==> config.mk <==
export PLATFORM = sky130hd
export DESIGN_NAME = bsrr_ctrl
export DESIGN_NICKNAME = d
export VERILOG_FILES = /design/src/rtl/bsrr_pkg.sv /design/src/rtl/bsrr_ctrl.sv
export SDC_FILE = /design/constraint.sdc
export NUM_CORES = 1
export LEC_CHECK = 0
export BUFFER_PORTS_ARGS = -buffer_cell sky130_fd_sc_hd__buf_2
export CAP_MARGIN = 20
export CORE_MARGIN = 5
export CORE_UTILIZATION = 40
export DETAILED_ROUTE_END_ITERATION = 10
export PLACE_DENSITY = 0.7
export RECOVER_POWER = 100
export SLEW_MARGIN = 0
export SYNTH_ARGS = -nofsm -noshare
export SYNTH_HDL_FRONTEND = slang
export SYNTH_SLANG_ARGS = --single-unit
==> constraint.sdc <==
create_clock -name clk -period 2.3 [get_ports clk]
set_clock_uncertainty 0.2 [all_clocks]
set_input_delay 0.46 -clock clk [delete_from_list [all_inputs] [get_ports clk]]
set_output_delay 0.46 -clock clk [all_outputs]
set_load 0.005 [all_outputs]
==> src/rtl/bsrr_pkg.sv <==
// Shared types, codes and constants of the ball smoothed radius regressor.
`timescale 1ns / 1ps
`default_nettype none

package bsrr_pkg;

	// Default sizes of the training store.
	localparam int MAX_POINTS_DEF = 256;
	localparam int DIMENSIONS_DEF = 4;

	// Fixed field widths.
	localparam int COORD_W   = 16;
	localparam int RAD_W     = 17;
	localparam int MODE_W    = 2;
	localparam int STATUS_W  = 3;
	localparam int CNT_OUT_W = 9;
	localparam int CFG_IDX_W = 2;

	// Distance and weight arithmetic widths.
	localparam int SQ_W    = 32;           // one squared coordinate difference
	localparam int S_W     = 34;           // sum of squared differences
	localparam int ROOT_W  = 25;           // floor(sqrt(S * 2^16))
	localparam int SQ_IN_W = 2 * ROOT_W;   // radicand width
	localparam int WGT_W   = 17;           // weight 1/(d+1), 16 fraction bits
	localparam int WDIV_W  = 26;           // weight divisor dq + 1.0
	localparam int PROD_W  = 34;           // smoothed value times weight

	localparam logic [32:0]       ONE_Q32 = 33'h1_0000_0000;
	localparam logic [WDIV_W-1:0] ONE_Q16 = 26'h001_0000;

	// Saturation bounds of a Q8.8 result.
	localparam int SAT_POS     = 32767;
	localparam int SAT_NEG_MAG = 32768;
	localparam logic signed [COORD_W-1:0] EST_MAX = 16'sh7FFF;
	localparam logic signed [COORD_W-1:0] EST_MIN = 16'sh8000;

	// Item modes.
	localparam logic [MODE_W-1:0] MODE_LOAD   = 2'd0;
	localparam logic [MODE_W-1:0] MODE_FINISH = 2'd1;
	localparam logic [MODE_W-1:0] MODE_TEST   = 2'd2;

	// Result status codes.
	localparam logic [STATUS_W-1:0] ST_LOADED     = 3'd0;
	localparam logic [STATUS_W-1:0] ST_FULL       = 3'd1;
	localparam logic [STATUS_W-1:0] ST_SMOOTHED   = 3'd2;
	localparam logic [STATUS_W-1:0] ST_CLASSIFIED = 3'd3;
	localparam logic [STATUS_W-1:0] ST_NONE       = 3'd4;
	localparam logic [STATUS_W-1:0] ST_NOT_READY  = 3'd5;

	// Configuration register indexes.
	localparam logic [CFG_IDX_W-1:0] CFG_WEIGHTED = 2'd0;
	localparam logic [CFG_IDX_W-1:0] CFG_RTRAIN   = 2'd1;
	localparam logic [CFG_IDX_W-1:0] CFG_RTEST    = 2'd2;

	// Commands from the controller to the datapath.
	typedef struct packed {
		logic                take;
		logic                load_wr;
		logic                r2;
		logic                smooth;
		logic                clr_i;
		logic                rd_i;
		logic                ld_i;
		logic                clr_acc;
		logic                rd_j;
		logic                sq;
		logic                sum;
		logic                acc_plain;
		logic                next_j;
		logic                sqrt_start;
		logic                div_start;
		logic                div_w;
		logic                mul;
		logic                acc_w;
		logic                row_wr;
		logic                set_ready;
		logic                res_wr;
		logic [STATUS_W-1:0] code;
	} cmd_t;

	// Status from the datapath to the controller.
	typedef struct packed {
		logic [MODE_W-1:0] mode;
		logic              full;
		logic              ready;
		logic              i_end;
		logic              j_end;
		logic              hit;
		logic              weighted;
		logic              sqrt_done;
		logic              div_done;
		logic              ncnt_zero;
		logic              out_free;
	} sts_t;

endpackage

`default_nettype wire

==> src/rtl/bsrr_ctrl.sv <==
// Controller state machine: sequences loads, smoothing passes and test scans.
`timescale 1ns / 1ps
`default_nettype none

module bsrr_ctrl (
	input  wire             clk,
	input  wire             arst_n,
	input  wire             in_valid,
	output logic            in_ready,
	output bsrr_pkg::cmd_t  cmd,
	input  bsrr_pkg::sts_t  sts
);
	import bsrr_pkg::*;

	typedef enum logic [4:0] {
		S_IDLE, S_DISP, S_LOAD, S_R2, S_ROW_CHK, S_ROW_RD, S_ROW_LD,
		S_CHK_J, S_RD, S_SQ, S_SUM, S_ACC, S_SQRT_GO, S_SQRT_W,
		S_DIVW_GO, S_DIVW_W, S_MUL, S_ACCW, S_DIVR_GO, S_DIVR_W,
		S_ROW_WR, S_RES
	} state_t;

	state_t              state_q, state_d;
	logic                smooth_q, smooth_d;
	logic [STATUS_W-1:0] code_q, code_d;

	// Next state and commands.
	always_comb begin
		state_d    = state_q;
		smooth_d   = smooth_q;
		code_d     = code_q;
		cmd        = '0;
		cmd.smooth = smooth_q;
		cmd.code   = code_q;
		unique case (state_q)
			S_IDLE: begin
				cmd.take = in_valid;
				if (in_valid) begin
					state_d = S_DISP;
				end
			end
			S_DISP: begin
				unique case (sts.mode)
					MODE_LOAD: begin
						if (sts.full) begin
							code_d  = ST_FULL;
							state_d = S_RES;
						end else begin
							state_d = S_LOAD;
						end
					end
					MODE_FINISH: begin
						smooth_d = 1'b1;
						state_d  = S_R2;
					end
					MODE_TEST: begin
						if (!sts.ready) begin
							code_d  = ST_NOT_READY;
							state_d = S_RES;
						end else begin
							smooth_d = 1'b0;
							state_d  = S_R2;
						end
					end
					default: state_d = S_IDLE;
				endcase
			end
			S_LOAD: begin
				cmd.load_wr = 1'b1;
				code_d      = ST_LOADED;
				state_d     = S_RES;
			end
			S_R2: begin
				cmd.r2      = 1'b1;
				cmd.clr_i   = 1'b1;
				cmd.clr_acc = 1'b1;
				state_d     = smooth_q ? S_ROW_CHK : S_CHK_J;
			end
			S_ROW_CHK: begin
				if (sts.i_end) begin
					cmd.set_ready = 1'b1;
					code_d        = ST_SMOOTHED;
					state_d       = S_RES;
				end else begin
					state_d = S_ROW_RD;
				end
			end
			S_ROW_RD: begin
				cmd.rd_i = 1'b1;
				state_d  = S_ROW_LD;
			end
			S_ROW_LD: begin
				cmd.ld_i    = 1'b1;
				cmd.clr_acc = 1'b1;
				state_d     = S_CHK_J;
			end
			S_CHK_J: begin
				if (!sts.j_end) begin
					state_d = S_RD;
				end else if (!sts.ncnt_zero) begin
					state_d = S_DIVR_GO;
				end else if (smooth_q) begin
					state_d = S_ROW_WR;
				end else begin
					code_d  = ST_NONE;
					state_d = S_RES;
				end
			end
			S_RD: begin
				cmd.rd_j = 1'b1;
				state_d  = S_SQ;
			end
			S_SQ: begin
				cmd.sq  = 1'b1;
				state_d = S_SUM;
			end
			S_SUM: begin
				cmd.sum = 1'b1;
				state_d = S_ACC;
			end
			S_ACC: begin
				if (sts.hit && sts.weighted && !smooth_q) begin
					state_d = S_SQRT_GO;
				end else begin
					cmd.acc_plain = sts.hit;
					cmd.next_j    = 1'b1;
					state_d       = S_CHK_J;
				end
			end
			S_SQRT_GO: begin
				cmd.sqrt_start = 1'b1;
				state_d        = S_SQRT_W;
			end
			S_SQRT_W: begin
				if (sts.sqrt_done) begin
					state_d = S_DIVW_GO;
				end
			end
			S_DIVW_GO: begin
				cmd.div_start = 1'b1;
				cmd.div_w     = 1'b1;
				state_d       = S_DIVW_W;
			end
			S_DIVW_W: begin
				if (sts.div_done) begin
					state_d = S_MUL;
				end
			end
			S_MUL: begin
				cmd.mul = 1'b1;
				state_d = S_ACCW;
			end
			S_ACCW: begin
				cmd.acc_w  = 1'b1;
				cmd.next_j = 1'b1;
				state_d    = S_CHK_J;
			end
			S_DIVR_GO: begin
				cmd.div_start = 1'b1;
				state_d       = S_DIVR_W;
			end
			S_DIVR_W: begin
				if (sts.div_done) begin
					if (smooth_q) begin
						state_d = S_ROW_WR;
					end else begin
						code_d  = ST_CLASSIFIED;
						state_d = S_RES;
					end
				end
			end
			S_ROW_WR: begin
				cmd.row_wr = 1'b1;
				state_d    = S_ROW_CHK;
			end
			S_RES: begin
				cmd.res_wr = sts.out_free;
				if (sts.out_free) begin
					state_d = S_IDLE;
				end
			end
			default: state_d = S_IDLE;
		endcase
	end

	// State and registered outputs.
	always_ff @(posedge clk or negedge arst_n) begin
		if (!arst_n) begin
			state_q  <= S_IDLE;
			smooth_q <= 1'b0;
			code_q   <= ST_LOADED;
		end else begin
			state_q  <= state_d;
			smooth_q <= smooth_d;
			code_q   <= code_d;
		end
	end

	assign in_ready = (state_q == S_IDLE);

endmodule

`default_nettype wire
==> results of run 1 <==
## worst paths after layout
kind	from	endpoint	slack, ns	cells after the start
max in group asynchronous	arst_n	state_q[0]$_DFFE_PN0P_	1.10	2
min in group asynchronous	arst_n	code_q[0]$_DFFE_PN0P_	0.46	2
min	code_q[0]$_DFFE_PN0P_	code_q[0]$_DFFE_PN0P_	0.31	1
max	state_q[1]$_DFFE_PN0P_	cmd[23]	0.04	5
max reg2reg	state_q[2]$_DFFE_PN0P_	code_q[2]$_DFFE_PN0P_	0.10	6
min reg2reg	code_q[0]$_DFFE_PN0P_	code_q[0]$_DFFE_PN0P_	0.31	1
## cell type report
cell class                      instances  share of cell area
Clock buffer                            4              0.0162
Inverter                                8              0.0185
Multi-Input combinational cell        139               0.550
Sequential cell                         9               0.141
Tap cell                               33              0.0254
Timing Repair Buffer                   66               0.249
## synth_stat cells (4+ instances only)
master,instances
nand2_1,18
clkbuf_1,7
nor2_1,16
nor3_1,6
o21ai_0,12
buf_2,5
inv_1,8
dfrtp_1,9
a21oi_1,11
nor2b_1,8
nand2b_1,7
nor3b_1,4
nor4_1,6
ha_1,4
## metal layers
metal | global-route usage | wire length (um) | share of wire | vias to the layer above
met1 | 0.241 | 1610 | 0.44 | 697
li1 | - | - | - | 722
met5 | 0 | 0 | 0 | -
met3 | 0.0156 | 271 | 0.073 | 5
met4 | 0.0660 | 48 | 0.013 | 0
met2 | 0.286 | 1770 | 0.48 | 64
## where the power goes
| part | total (mW) | switching, mW | internal [mW] |
|---|---|---|---|
| Combinational | 1.62 | 0.832 | 0.784 |
| Clock | 0.112 | 0.0461 | 0.0663 |
| Sequential | 0.345 | 0.114 | 0.231 |
| Total | 2.07 | 0.992 | 1.08 |
## worst max-delay path, cell delays in order, from the launching register on
cell and delay (ns):
dfrtp_2 0.45, buf_6 0.14, or3_4 0.35, nor3_4 0.17, and2_1 0.13, buf_2 0.10
## logic make-up after synthesis
group / after synthesis
compound gates: 43
flops: 9
mux: 6
fa+ha+maj: 4
buf+inv: 25
xor+xnor: 2
simple gates: 84
## timing repair
action / in CTS / in global routing
resized for setup: 4 / 6
pin swaps: 0 / 2
setup buffers: 0 / 5
setup endpoints to repair: 7 / 6
hold buffers: 1 / 0
hold endpoints to repair: 9 / 0
## sequential cells by signal (all words and copies together) (netlist names)
| register | cells |
|---|---|
| code_q | 3 |
| smooth_q | 1 |
| state_q | 5 |
==> metrics.md, run 1 <==
| Metric | Value |
|---|---|
| Status | finished, final reports clean |
| DP Worst Slack | 0.0634 ns |
| H-Tree Depth | 1 |
| Arr. time, crit path | 1.60 ns |
| Yosys reg bits | 9 |
| Synth Instances | ~170 |
| DP HPWL | between 2000 and 3000 um |
| Detail Route Antenna Nets | 0 |
| Row count | 20 |
| Finished Cell Area | about 0.0016 mm2 |
| Mapped Nets | between 150 and 200 |
| Later-pin clock latency in the skew report | 0.25 ns |
| Syn avg cell area | between 6 and 7 um2 |
| Area Growth Syn to Fin | 34.9% |
| CTS sink count | 9 |
| Starting DRT DRC Count | 99 |
| Post-Syn Area | around 0.0012 mm2 |
| Cell total after placement | approximately 250 |
| Post-synth top area cell | dfrtp_1 |
| Setup TNS Final | 0 ns |
| Initial antenna violation count | 0 |
| Worst-path fanout max | 6 |
| Seq/Total Area, Yosys | 0.187 |
| Hold/Removal Path Class | register to register |
| Unique masters post-synth | 47 |
| Post-synthesis xor/xnor area fraction | 0.0145 |
| Vias in the first global route | 1313 |
| Compound-gate portion of the synthesized area | 0.230 |
| Initial core utilization | 0.405 |
| Simple-gate portion of the synthesized area | 0.374 |
| Share of the synthesized area in the top cell type | 0.187 |
| Drt drc | 0 |
| DRT Pass-1 Iters | 4 |
| Vias per inst | 5.75 |
| Final core occ | 0.546 |
| Final worst path period share | 0.981 |
| Top FF cell, synth | dfrtp_1 |
| Peak supply drop | 0.616 mV |
| Most common cell after layout, fill and taps aside | buf_2 |
| Adder-Cell Fraction of Synth Area | 0.0415 |
| CTS tree | yes |
| PD cells | 1270 mW/mm2 |
| # port buffers | 39 |
| Routability Congestion | just over 0.9 |
| Die Ht | ~65 um |
| WL final | approximately 3700 um |
| First-pass GRT wire length | 5930 um |
| Filler cells | about 300 |
| Main combinational cell family by area after synthesis | simple AND/OR/NAND/NOR gates |
| # diodes | 0 |
| Die width | around 65 um |
| Final Total Pwr | about 2.1 mW |
| Critical path type | register to output port |
| Post-placement cell area | approximately 0.0015 mm2 |
| Slew @ Worst Pin | 0.449 ns |
| Final setup fails | 0 |
| Core area | around 0.0030 mm2 |
| Non-filler cells, final | 259 |
| Fin crit period | 2.26 ns |
| Total gr overflow | 0 |
| Largest net degree at the start of global routing | 22 |
| Number of flops mapped to enable cells by yosys | 0 |
| Fraction of layout cells with a size suffix above 1 | 0.350 |
| Synth top area cells | dfrtp_1, nand2_1, o21ai_0 |
| Achievable frequency | around 440 MHz |
| Worst setup margin | ~0.044 ns |
| Critical path capture point type | output port |
| CP required | 1.64 ns |
| DR WL/cell | 14.3 um |
| Leading cell types in the layout, fill and taps excluded | buf_2, buf_4, nand2_1 |
| Num ports | 40 |
| Max cap viols | 0 |
| Leakage | about 0.78 nW |
| # nets final | approximately 250 |
| Reg area | between 200 and 250 um2 |
| Worst setup SP type | register |
| Vias | between 1000 and 1500 |
| Tot GR Track Use | 0.176 |
| Synth warnings | 0 |
| Pins Over Slew Limit | 0 |
| Footprint of the multi-input gates | ~890 um2 |
| Clk slew on worst S/H paths | 0.05 ns |
| Die Footprint | 0.00421 mm2 |
| Hold Slack | between 0.3 and 0.4 ns |
| Mux contribution to synthesized area | 0.0571 |
| RSZ-0062 raised after global routing | yes |
| Final Hold Fails | 0 |
| Max-slew headroom | 0.701 |
| Async SR Flop Fraction | 1.00 |
| Root Driver | clkbuf_4 |
| Clk buf depth | 2 |
| Number of CTS-inserted buffers | 3 |
(Power assumes the default switching activity.)
==> run 2, diff against run 1 <==
--- a/config.mk
+++ b/config.mk
@@ -10,8 +10,10 @@
 export CORE_MARGIN = 5
 export CORE_UTILIZATION = 40
 export DETAILED_ROUTE_END_ITERATION = 10
-export PLACE_DENSITY = 0.7
+export MAX_ROUTING_LAYER = met4
+export PLACE_DENSITY = 0.65
 export RECOVER_POWER = 100
+export SKIP_LAST_GASP = 1
 export SLEW_MARGIN = 0
 export SYNTH_ARGS = -nofsm -noshare
 export SYNTH_HDL_FRONTEND = slang
==> metrics.md, run 2 (synthesis results as in run 1) <==
| Metric | Value |
|---|---|
| Crit-path leading delay family | simple AND/OR/NAND/NOR gates |
| PD cells | 1280 mW/mm2 (+0.79%) |
| Core area | 0.00298 mm2 (unchanged) |
| Root Driver | clkbuf_4 |
| Crit path max-delay cell type | dfrtp_2 |
| Leading cell types in the layout, fill and taps excluded | buf_2, nand2_1, nor2_1 |
| DR WL met3 | 416 um (+54%) |
| Area Growth Syn to Fin | 27.4% |
| Max-slew headroom | 0.637 (-0.0638) |
| Clk buf depth | 2 (unchanged) |
| Num ports | 40 (unchanged) |
| Row count | 20 (unchanged) |
| Peak supply drop | 0.609 mV (-1.1%) |
| Slew @ Worst Pin | 0.531 ns (+0.0820 ns) |
| Register name with the most flops | state_q |
| Critical path buffers and inverters | 2 (unchanged) |
| Most common cell after layout, fill and taps aside | buf_2 |
| Worst-path fanout max | 8 (+2) |
| Drt drc | 0 (unchanged) |
| Final Total Pwr | 1.97 mW (-4.8%) |
| Starting DRT DRC Count | 168 (+70%) |
| Total gr overflow | 0 (unchanged) |
| CTS tree | yes |
| DP HPWL | 3170 um (+7.1%) |
| Cell total after placement | 243 (-2.4%) |
| First-pass GRT wire length | 6610 um (+12%) |
| Initial antenna violation count | 0 (unchanged) |
| Final worst path period share | 0.987 (+0.00592) |
| RSZ-0062 raised after global routing | yes |
| Leakage | 0.726 nW (-7.3%) |
| Detail Route Antenna Nets | 0 (unchanged) |
| Fin crit period | 2.27 ns (+0.0136 ns) |
| # nets final | 236 (-4.1%) |
| Critical path capture point type | output port |
| Vias in the first global route | 1357 (+3.4%) |
| Largest regs | state_q x5, code_q x3, smooth_q x1 |
| Die Ht | 64.9 um (unchanged) |
| Non-filler cells, final | 249 (-3.9%) |
| Max cap viols | 0 (unchanged) |
| Worst setup SP type | register |
| Tot GR Track Use | 0.201 (+0.0245) |
| Status | finished, final reports clean |
| H-Tree Depth | 1 (unchanged) |
| Worst path max stage delay | 0.43 ns (-0.02 ns) |
| Die Footprint | 0.00421 mm2 (unchanged) |
| DRT Pass-1 Iters | 5 (+1) |
| Met1 Wirelength | 1730 um (+7.3%) |
| Vias per inst | 5.94 (+3.5%) |
| Hold/Removal Path Class | register to register |
| # diodes | 0 (unchanged) |
| CP cell instances | buf_4, or3_4, nor3_2, and2_1, buf_2 |
| Achievable frequency | 441 MHz (-0.60%) |
| WL final | 4070 um (+9.9%) |
| Die width | 64.9 um (unchanged) |
| Arr. time, crit path | 1.61 ns (about the same) |
| Largest net degree at the start of global routing | 30 (+36%) |
| DR WL/cell | 16.4 um (+14%) |
| Vias | 1480 (-0.54%) |
| Routability Congestion | 0.869 (-5.0%) |
| Clk slew on worst S/H paths | 0.06 ns (about the same) |
| Setup TNS Final | 0 ns (unchanged) |
| Final Hold Fails | 0 (unchanged) |
| Later-pin clock latency in the skew report | 0.25 ns (about the same) |
| CP required | 1.64 ns (about the same) |
| Max reg flops | 5 (unchanged) |
| Pins Over Slew Limit | 0 (unchanged) |
| Fraction of layout cells with a size suffix above 1 | 0.301 (-0.0486) |
| Critical path type | register to output port |
| Final setup fails | 0 (unchanged) |
| Initial core utilization | 0.405 (unchanged) |
| # port buffers | 39 (unchanged) |
| CTS sink count | 9 (unchanged) |
| DR top layer | met4 |
| Routed wl met2 | 1860 um (+5.1%) |
| Number of CTS-inserted buffers | 3 (unchanged) |
==> run 2: worst paths after layout <==
path / start / end / slack, ns / cells after the start
worst min-delay path: code_q[0]$_DFFE_PN0P_ / code_q[0]$_DFFE_PN0P_ / 0.31 / 1
max in group asynchronous: arst_n / state_q[0]$_DFFE_PN0P_ / 1.10 / 2
worst max register to register: state_q[3]$_DFFE_PN0P_ / state_q[2]$_DFFE_PN0P_ / 0.08 / 4
worst min register to register: code_q[0]$_DFFE_PN0P_ / code_q[0]$_DFFE_PN0P_ / 0.31 / 1
worst max-delay path: state_q[0]$_DFFE_PN0P_ / cmd[23] / 0.03 / 5
min in group asynchronous: arst_n / code_q[2]$_DFFE_PN0P_ / 0.46 / 2
==> run 2: area by class of cell <==
type	instances	area, um2
inverters	8	30.0
repair buffers	56	327
multi-input cells	139	886
clock buffers	4	26.3
flip-flops and latches	9	226
fillers	310	1440
well taps	33	41.3
==> run 2: metal layers <==
| metal | vias up | GRT usage |
|---|---|---|
| met5 | - | - |
| met4 | 0 | 0.0633 |
| met3 | 12 | 0.0312 |
| met2 | 84 | 0.317 |
| met1 | 684 | 0.263 |
| li1 | 700 | - |
==> run 2: worst register-to-register path, stage by stage, from the launching register on <==
cell and delay, ns:
dfrtp_1 0.40, or3_1 0.47, or4_1 0.46, and3_1 0.24
mux2_1 0.33
==> run 2: report_power, final <==
| group | internal, mW | switching, mW |
|---|---|---|
| Sequential | 0.228 | 0.0468 |
| Combinational | 0.662 | 0.922 |
| Clock | 0.0664 | 0.0489 |
| Total | 0.956 | 1.02 |
==> run 2: per-stage QoR <==
stage / area, um2 / worst slack [ns] / util / hold WS (ns)
after CTS: 1530 / 0.00307 / 0.515 / 0.317
after global routing: 1540 / -0.0198 / 0.516 / 0.331
final: 1540 / 0.0307 / 0.516 / 0.314
after global placement: 1480 / 0.142 / 0.498 / 0.110
after floorplan: 1210 / 0.124 / - / -0.0356
after detailed placement: 1480 / 0.0838 / 0.498 / 0.115
==> run 2: what timing repair did <==
action,in CTS,in global routing
hold endpoints to repair,9,0
hold buffers,1,0
endpoints found under the setup margin,2,7
setup buffers,1,0
resized for setup,2,7
==> run 3, diff against run 2 <==
--- a/config.mk
+++ b/config.mk
@@ -13,8 +13,10 @@
 export MAX_ROUTING_LAYER = met4
 export PLACE_DENSITY = 0.65
 export RECOVER_POWER = 100
+export REMOVE_ABC_BUFFERS = 1
 export SKIP_LAST_GASP = 1
 export SLEW_MARGIN = 0
 export SYNTH_ARGS = -nofsm -noshare
 export SYNTH_HDL_FRONTEND = slang
 export SYNTH_SLANG_ARGS = --single-unit
+export TNS_END_PERCENT = 20
==> metrics.md, run 3 (synthesis results as in run 1) <==
| Metric | Value |
|---|---|
| Achievable frequency | 439 MHz (-0.38%) |
| Worst setup SP type | register |
| Leading cell types in the layout, fill and taps excluded | buf_2, buf_4, nand2_1 |
| Max-slew headroom | 0.515 (-0.122) |
| Clk buf depth | 2 (unchanged) |
| Most common cell after layout, fill and taps aside | buf_2 |
| First-pass GRT wire length | 6640 um (+0.51%) |
| Worst path max stage delay | 0.45 ns (+0.02 ns) |
| Leakage | 0.802 nW (+10%) |
| DR WL/cell | 17.2 um (+5.5%) |
| Worst-path fanout max | 5 (-3) |
| Critical path buffers and inverters | 2 (unchanged) |
| Num ports | 40 (unchanged) |
| Vias in the first global route | 1367 (+0.74%) |
| CP required | 1.64 ns (about the same) |
| Total gr overflow | 0 (unchanged) |
| Filler cells | 286 (-7.7%) |
| Arr. time, crit path | 1.62 ns (about the same) |
| Post-placement cell area | 0.00149 mm2 (+0.51%) |
| Starting DRT DRC Count | 179 (+6.5%) |
| Die Footprint | 0.00421 mm2 (unchanged) |
| Largest regs | state_q x5, code_q x3, smooth_q x1 |
| CTS sink count | 9 (unchanged) |
| DP HPWL | 3170 um (-0.18%) |
| Setup TNS Final | 0 ns (unchanged) |
| Final setup fails | 0 (unchanged) |
| DP Worst Slack | 0.0137 ns (-0.0701 ns) |
| Fin crit period | 2.28 ns (+0.00855 ns) |
| Detail Route Antenna Nets | 0 (unchanged) |
| Worst setup startpoint | state_q[1]$_DFFE_PN0P_ |
| Final Total Pwr | 2.23 mW (+13%) |
| Status | finished, final reports clean |
| Largest net degree at the start of global routing | 30 (unchanged) |
| Critical path capture point type | output port |
| Pins Over Slew Limit | 0 (unchanged) |
| Routability Congestion | 0.923 (+6.2%) |
| Die Ht | 64.9 um (unchanged) |
| Finished Cell Area | 0.00168 mm2 (+9.5%) |
| WL final | 4450 um (+9.3%) |
| RSZ-0062 raised after global routing | yes |
| Slew @ Worst Pin | 0.709 ns (+0.179 ns) |
| Hold/Removal Path Class | register to register |
| Number of CTS-inserted buffers | 3 (unchanged) |
| Register name with the most flops | state_q |
| Core area | 0.00298 mm2 (unchanged) |
| Clk slew on worst S/H paths | 0.07 ns (about the same) |
| Final worst path period share | 0.990 (+0.00372) |
| Reg-to-reg critical path startpoint | state_q[2]$_DFFE_PN0P_ |
| Final Hold Fails | 0 (unchanged) |
| Initial antenna violation count | 0 (unchanged) |
| Fraction of layout cells with a size suffix above 1 | 0.369 (+0.0680) |
| Worst setup margin | 0.0221 ns (-0.00855 ns) |
| # port buffers | 39 (unchanged) |
| Initial core utilization | 0.405 (unchanged) |
| Max cap viols | 0 (unchanged) |
| H-Tree Depth | 1 (unchanged) |
| Row count | 20 (unchanged) |
| # diodes | 0 (unchanged) |
| Root Driver | clkbuf_4 |
| # nets final | 245 (+3.8%) |
| Later-pin clock latency in the skew report | 0.26 ns (about the same) |
| Non-filler cells, final | 258 (+3.6%) |
| DRT Pass-1 Iters | 5 (unchanged) |
| Crit-path leading delay family | simple AND/OR/NAND/NOR gates |
| Max reg flops | 5 (unchanged) |
| Vias | 1554 (+5.0%) |
| Cell total after placement | 244 (+0.41%) |
| Crit path max-delay cell type | dfrtp_2 |
| Peak supply drop | 0.589 mV (-3.3%) |
| Area Growth Syn to Fin | 39.5% |
| Drt drc | 0 (unchanged) |
| Vias per inst | 6.02 (+1.3%) |
| Critical path type | register to output port |
| Die width | 64.9 um (unchanged) |
| PD cells | 1320 mW/mm2 (+3.0%) |
| CP cell instances | buf_6, or3_4, nor3_4, and2_1, buf_2 |
| Tot GR Track Use | 0.204 (+0.00305) |
| Min-delay src | code_q[0]$_DFFE_PN0P_ |
| CTS tree | yes |
==> run 3: changes by cell type in the layout (fill, tap and decap cells not counted), sizes merged <==
cell / delta
buf: +12
clkinv: +1
clkinvlp: +1
inv: -1
clkbuf: -4
==> run 3: final timing paths <==
check	cells after the start	slack (ns)	endpoint
max in group asynchronous	2	1.06	state_q[2]$_DFFE_PN0P_
hold / removal	1	0.31	code_q[0]$_DFFE_PN0P_
hold reg to reg	1	0.31	code_q[0]$_DFFE_PN0P_
setup / recovery	5	0.02	cmd[23]
setup reg to reg	7	0.10	code_q[2]$_DFFE_PN0P_
min in group asynchronous	2	0.48	state_q[4]$_DFFE_PN0P_
==> run 3: what timing repair did <==
action	CTS	global route
resized for setup	1	18
buffers inserted	0	8
setup endpoints to repair	5	13
cloned	0	1
hold buffers	1	0
pin swaps	0	4
endpoints found under the hold margin	9	0
==> run 3: layer usage <==
metal  share of wire  GRT usage
met5               0          -
met4           0.021     0.0554
met3           0.081     0.0295
met2            0.49      0.337
met1            0.41      0.259
==> run 3: cell type report <==
cell class	instances	area, um2	area share
clock inverters	1	5.00	0.00297
multi-input cells	139	912	0.542
repair buffers	65	439	0.261
inverters	8	33.8	0.0201
clock buffers	3	22.5	0.0134
flip-flops and latches	9	229	0.136
well taps	33	41.3	0.0245
==> run 3: power by group <==
group / switching (mW) / internal (mW)
Sequential: 0.0768 / 0.231
Clock: 0.0592 / 0.0642
Combinational: 0.964 / 0.833
Total: 1.10 / 1.13
==> run 3: stage by stage <==
stage	hold slack (ns)	utilization
2_1_floorplan	-0.0356	-
3_3_place_gp	0.115	0.500
3_5_place_dp	0.123	0.500
4_1_cts	0.316	0.514
5_1_grt	0.341	0.565
6_report	0.313	0.565
